### src/rtl/core/roiwpg_pkg.sv
// shared types and constants for the region window and proximity grouping block
package roiwpg_pkg;

    // coordinate widths: pixels, and half-pixel midpoints
    localparam int COORD_BITS = 13;
    localparam int HALF_BITS  = COORD_BITS + 1;

    // configuration register widths
    localparam int SIZE_BITS  = 14;
    localparam int HWIN_BITS  = 12;
    localparam int MDIST_BITS = 14;
    localparam int LIM_BITS   = MDIST_BITS + 1;

    // result field widths
    localparam int GROUP_BITS  = 6;
    localparam int MEMBER_BITS = 16;

    // configuration port widths
    localparam int CFG_IDX_BITS  = 8;
    localparam int CFG_DATA_BITS = 16;

    // signed working width of the window clamp
    localparam int CALC_BITS = 18;

    // default group table depth
    localparam int MAX_GROUPS_DEF = 64;

    // register indexes
    localparam logic [CFG_IDX_BITS-1:0] REG_IMAGE_WIDTH  = 8'd0;
    localparam logic [CFG_IDX_BITS-1:0] REG_IMAGE_HEIGHT = 8'd1;
    localparam logic [CFG_IDX_BITS-1:0] REG_HALF_WIDTH   = 8'd2;
    localparam logic [CFG_IDX_BITS-1:0] REG_HALF_HEIGHT  = 8'd3;
    localparam logic [CFG_IDX_BITS-1:0] REG_MATCH_DIST   = 8'd4;

    // register reset values
    localparam logic [SIZE_BITS-1:0]  RST_IMAGE_WIDTH  = 14'd1920;
    localparam logic [SIZE_BITS-1:0]  RST_IMAGE_HEIGHT = 14'd1080;
    localparam logic [HWIN_BITS-1:0]  RST_HALF_WIDTH   = 12'd32;
    localparam logic [HWIN_BITS-1:0]  RST_HALF_HEIGHT  = 12'd32;
    localparam logic [MDIST_BITS-1:0] RST_MATCH_DIST   = 14'd16;

    // input word: one marked segment
    typedef struct packed {
        logic [COORD_BITS-1:0] seg_x_start;
        logic [COORD_BITS-1:0] seg_y_start;
        logic [COORD_BITS-1:0] seg_x_end;
        logic [COORD_BITS-1:0] seg_y_end;
    } t_seg;

    // result word
    typedef struct packed {
        logic [COORD_BITS-1:0]  window_left;
        logic [COORD_BITS-1:0]  window_top;
        logic [GROUP_BITS-1:0]  group_number;
        logic [MEMBER_BITS-1:0] member_number;
        logic                   opened_group;
        logic                   table_full;
    } t_result;

    // search token handed from cell to cell
    typedef struct packed {
        logic                   valid;
        logic                   found;
        logic [HALF_BITS-1:0]   x2;
        logic [HALF_BITS-1:0]   y2;
        logic [GROUP_BITS-1:0]  group;
        logic [MEMBER_BITS-1:0] member;
    } t_query;

    // anchor written into a cell when a group is opened
    typedef struct packed {
        logic                 en;
        logic [HALF_BITS-1:0] x2;
        logic [HALF_BITS-1:0] y2;
    } t_open;

endpackage

### src/rtl/core/roiwpg_cell.sv
// one group cell: anchor, member count and one stage of the search token
module roiwpg_cell
    import roiwpg_pkg::*;
#(
    parameter int IDX = 0,
    parameter int UW  = 7
) (
    input  logic                i_clk,
    input  logic                i_rst_n,
    input  t_query              i_q,
    output t_query              o_q,
    input  logic [UW-1:0]       i_used,
    input  logic [LIM_BITS-1:0] i_lim2,
    input  t_open               i_open
);

    logic [HALF_BITS-1:0]   r_ax2;
    logic [HALF_BITS-1:0]   r_ay2;
    logic [MEMBER_BITS-1:0] r_count;
    t_query                 r_q;
    t_query                 n_q;
    logic [HALF_BITS-1:0]   w_dx;
    logic [HALF_BITS-1:0]   w_dy;
    logic                   w_open_group;
    logic                   w_match;

    // per-axis distance to the anchor in half pixels
    assign w_dx = (i_q.x2 > r_ax2) ? (i_q.x2 - r_ax2) : (r_ax2 - i_q.x2);
    assign w_dy = (i_q.y2 > r_ay2) ? (i_q.y2 - r_ay2) : (r_ay2 - i_q.y2);

    // only open groups take part
    assign w_open_group = UW'(IDX) < i_used;

    assign w_match = i_q.valid && !i_q.found && w_open_group
                     && (LIM_BITS'(w_dx) < i_lim2) && (LIM_BITS'(w_dy) < i_lim2);

    // token to the next cell
    always_comb begin
        n_q = i_q;
        if (w_match) begin
            n_q.found  = 1'b1;
            n_q.group  = GROUP_BITS'(IDX);
            n_q.member = r_count;
        end
    end

    always_ff @(posedge i_clk) begin
        if (!i_rst_n) begin
            r_q <= '0;
        end else begin
            r_q <= n_q;
        end
    end

    // anchor and saturating member count
    always_ff @(posedge i_clk) begin
        if (i_open.en) begin
            r_ax2   <= i_open.x2;
            r_ay2   <= i_open.y2;
            r_count <= MEMBER_BITS'(1);
        end else if (w_match && (r_count != '1)) begin
            r_count <= r_count + MEMBER_BITS'(1);
        end
    end

    assign o_q = r_q;

endmodule

### config.mk
export PLATFORM = sky130hd
export DESIGN_NAME = roiwpg_cell
export DESIGN_NICKNAME = d
export VERILOG_FILES = /design/src/rtl/core/roiwpg_pkg.sv /design/src/rtl/core/roiwpg_cell.sv
export SDC_FILE = /design/constraint.sdc
export NUM_CORES = 1
export LEC_CHECK = 0
export BUFFER_PORTS_ARGS = -buffer_cell sky130_fd_sc_hd__buf_2
export CAP_MARGIN = 25
export CORE_MARGIN = 5
export CORE_UTILIZATION = 25
export CTS_BUF_LIST = sky130_fd_sc_hd__clkbuf_2
export DETAILED_ROUTE_END_ITERATION = 10
export PLACE_DENSITY = 0.45
export RECOVER_POWER = 25
export SYNTH_ARGS = -nofsm -noshare
export SYNTH_HDL_FRONTEND = slang
export SYNTH_SLANG_ARGS = --single-unit
### constraint.sdc
create_clock -name i_clk -period 12.2 [get_ports i_clk]
set_input_delay 1.83 -clock i_clk [delete_from_list [all_inputs] [get_ports i_clk]]
set_output_delay 1.83 -clock i_clk [all_outputs]
set_load 0.005 [all_outputs]
==> summary.md <==
| Metric | Value |
|---|---|
| TritonCTS clock tree | `yes` |
| Global-route wire length before repair | `28,200 um` |
| Pin count of the biggest net entering global routing | `53` |
| Setup-failing EPs final | `0` |
| Crit path arrival time | `7240 ps` |
| Critical Path Slowest Stage Cell | `nor2_2` |
| Number of fill cells | `2,710` |
| Fmax | `147 MHz` |
| Synth warn | `0` |
| Drc violations | `0` |
| Critical Path End Type | `flip-flop` |
| Row cnt | `58` |
| Port bufs | `156` |
| Post-synth EDFFs | `28` |
| Worst skew pair latency | `about 630 ps` |
| Initial antenna violation count | `4` |
| RSZ-0062 raised after global routing | `false` |
| CTS Buffer Depth | `2` |
| Root Buffer | `clkbuf_2` |
| Critical Path Start Type | `input port` |
| Sequential-to-total area share from yosys stat | `0.344` |
| CP top delay family | `compound AO/OA/AOI/OAI gates` |
| Gp weighted congestion | `0.783` |
| Avg Vias per Cell | `4.51` |
| Antenna Violating Nets Remaining | `0` |
| Most frequent cells after synthesis | `83 x inv_1, 81 x ha_1, 68 x dfxtp_1` |
| Placed Area | `7500 um^2` |
| Post-Synth XOR/XNOR Area | `0.0356` |
| Post-synth top flop | `dfxtp_1` |
| DIE WIDTH | `170 um` |
| HPWL after DPL | `14,000 um` |
| Crit path time final | `about 6800 ps` |
| Largest family of logic cells by synthesized area | `compound AO/OA/AOI/OAI gates` |
| Synth top area cells | `dfxtp_1 21%, ha_1 16%, edfxtp_1 13%` |
| Post-CTS setup buffers | `0` |
| Synth Area in Adders | `0.171` |
| Initial DRC count | `181` |
| Fin Clk Skew | `42.3 ps` |
| First-pass DRT Iterations | `4` |
| Worst path bufs/invs | `4` |
| Required @ worst endpoint | `12,630 ps` |
| Overflow after GRT | `0` |
| Peak VDD IR | `42.6 uV` |
| P_leak | `3.71 nW` |
| Layout cell share with drive strength beyond 1 | `0.216` |
| Syn Std Cell Area | `6400 um^2` |
| Simple-Gate Fraction of Synth Area | `0.160` |
| H-tree depth | `3` |
| Sw Share | `0.352` |
| Critical Path Max Stage Delay | `740 ps` |
| Vias | `5,379` |
| Crit Path Class | `input port to flip-flop` |
| Setup tns final | `0 ps` |
| Hold crit path type | `flip-flop to flip-flop` |
| Worst slack, placed | `4820 ps` |
| Unique masters post-synth | `62` |
| Final max-slew violation count | `52` |
| Register bit count reported by yosys | `96` |
| Nets | `roughly 1,000` |
| Post-synthesis mux area share | `0.0340` |
| GRT Overall Usage | `0.123` |
| Max-slew headroom | `-0.799` |
| Top-count cell post-synth | `inv_1` |
| Syn Inst Count | `717` |
| Max Cap Viol | `1` |
| Failing checks | `max-capacitance violations, max-slew violations` |
| Core Region | `25,200 um^2` |
| Clk pwr share | `0.226` |
| Synth top area share | `0.213` |
| Critical path, cell by cell | `buf_2, inv_1, ha_1, inv_1, fa_1, a21o_1, a311o_1, a32oi_1, a21boi_1, buf_4, mux2i_1, nand4_1, o2111ai_1, xor2_1, ha_1, a21o_1, a211oi_2, nor2_1, a2111oi_4, o311ai_2, nor2_2, and4b_1, nor3_1` |
| Initial Util | `0.254` |
| NetSw | `around 0.3 mW` |
| DIE AREA | `between 20,000 and 30,000 um^2` |
| Worst-margin pin slew | `2700 ps` |
| Reg power frac | `0.422` |
| IO Count | `157` |
| Hold_buf cts | `0` |
| FFs w/ async S/R, synth | `0` |
| Int Pwr | `between 0.5 and 0.6 mW` |
| # clock sinks | `96` |
| Final hold vios | `0` |
| Period utilisation layout | `0.559` |
| Synth area leader | `dfxtp_1` |
| Area grow syn2layout | `19.1%` |
| CTS Buf Count | `9` |
| Comb pwr share | `0.352` |
| Status | `finished with violations` |
| Complex-gate fraction of the synthesized area | `0.187` |
| Vias in the first global route | `5,334` |
| Worst-path maximum fanout | `23` |
| Drt wl/cell | `15.0 um` |
| Fin area | `7630 um^2` |
| CTS resizes | `0` |
| PwrDens | `111 nW/um^2` |
| Die Y | `170 um` |
| Net Count, Synth | `907` |
| Setup ws final | `5380 ps` |
| Syn Area/Cell | `8.93 um^2` |
| Clock transition at path regs | `280 ps` |
| Drt total wl | `17,900 um` |
per-stage QoR:
| stage | power [mW] | util | cells | hold WS, ps |
|---|---|---|---|---|
| floorplan | 0.576 | - | 717 | 450 |
| global placement | 0.668 | 0.298 | 1176 | 479 |
| detailed placement | 0.668 | 0.298 | 1176 | 487 |
| CTS | 0.867 | 0.303 | 1191 | 516 |
| global route | 0.923 | 0.303 | 1193 | 547 |
| finish | 0.850 | 0.303 | 1193 | 512 |
final timing paths:
check | from | endpoint | slack [ps] | cells after the start
setup reg to reg | r_ax2[0] | r_count[14] | 6390 | 21
setup / recovery | i_q[36] | r_count[14] | 5380 | 23
hold reg to reg | r_count[11] | o_q[11] | 510 | 2
hold / removal | r_count[11] | o_q[11] | 510 | 2
routing by layer:
metal,share of wire,track usage
met1,0.48,0.164
met2,0.45,0.199
met3,0.063,0.0348
met4,0.010,0.0260
met5,0.0023,0
cell type report:
cell class,count,area [um^2],share of cell area
antenna,2,5.00,0.000656
tap,330,413,0.0541
clock buffer,10,50.0,0.00656
timing repair buffer,159,798,0.105
sequential,96,2200,0.289
multi-input combinational,508,3770,0.494
inverter,83,312,0.0408
clock inverter,5,81.3,0.0107
placed cells by master (no fill, tap or decap), types with 3 or more instances in the layout:
| cell type | Yosys | layout |
|---|---|---|
| a21boi_0 | 18 | 18 |
| nand4_1 | 12 | 12 |
| fa_1 | 4 | 4 |
| ha_1 | 81 | 81 |
| a21oi_1 | 53 | 53 |
| xnor2_1 | 14 | 14 |
| dfxtp_1 | 68 | 68 |
| o21ai_0 | 20 | 20 |
| nand3_1 | 8 | 8 |
| buf_2 | 5 | 155 |
| mux2i_1 | 15 | 15 |
| nand2_1 | 54 | 54 |
| nor2_1 | 34 | 33 |
| nand4b_1 | 4 | 4 |
| nand2b_1 | 7 | 7 |
| or3_1 | 4 | 4 |
| o21bai_1 | 3 | 3 |
| o31ai_1 | 3 | 3 |
| and3_1 | 10 | 10 |
| clkbuf_2 | 0 | 10 |
| nor2b_1 | 16 | 16 |
| nor3_1 | 10 | 10 |
| xor2_1 | 12 | 12 |
| o21a_1 | 9 | 9 |
| a21o_1 | 25 | 25 |
| a211oi_1 | 5 | 5 |
| o41ai_1 | 5 | 5 |
| nor4_1 | 3 | 3 |
| inv_1 | 83 | 83 |
| and2_1 | 30 | 30 |
| edfxtp_1 | 28 | 28 |
| mux2_2 | 6 | 6 |
| o211ai_1 | 5 | 5 |
| a31oi_1 | 6 | 6 |
cell families (layout without fill, tap and decap cells):
group / Yosys count / in the layout
adders and majority gates: 85 / 85
muxes: 21 / 21
and+or+nand+nor: 199 / 199
other: 0 / 2
AOI/OAI and AO/OA: 177 / 177
DFF: 96 / 96
buffers and inverters: 113 / 257
xor gates and xnor gates: 26 / 26
sequential cells by signal, summed over array words and instances, names as in the netlist:
name and flops:
o_q 52, r_count 16, r_ay2 14, r_ax2 14
power groups by stage:
stage	sequential (mW)	clock [mW]	combinational, mW
after CTS	0.359	0.203	0.305
after floorplan	0.365	0	0.211
final	0.359	0.192	0.300
after global placement	0.365	0	0.302
after global routing	0.362	0.217	0.344
after detailed placement	0.365	0	0.303
worst reg2reg max path: stages, from the launching register on:
cell,delay [ps]
edfxtp_1,410
ha_1,140
inv_1,50
fa_1,390
a21o_1,220
a311o_1,390
a32oi_1,320
a21boi_1,240
buf_4,270
mux2i_1,250
nand4_1,120
o2111ai_1,130
xor2_1,230
ha_1,280
a21o_1,170
a211oi_2,220
nor2_1,90
a2111oi_4,350
o311ai_2,250
nor2_2,740
and4b_1,320
nor3_1,50
Power figures use the tool's default switching activity.
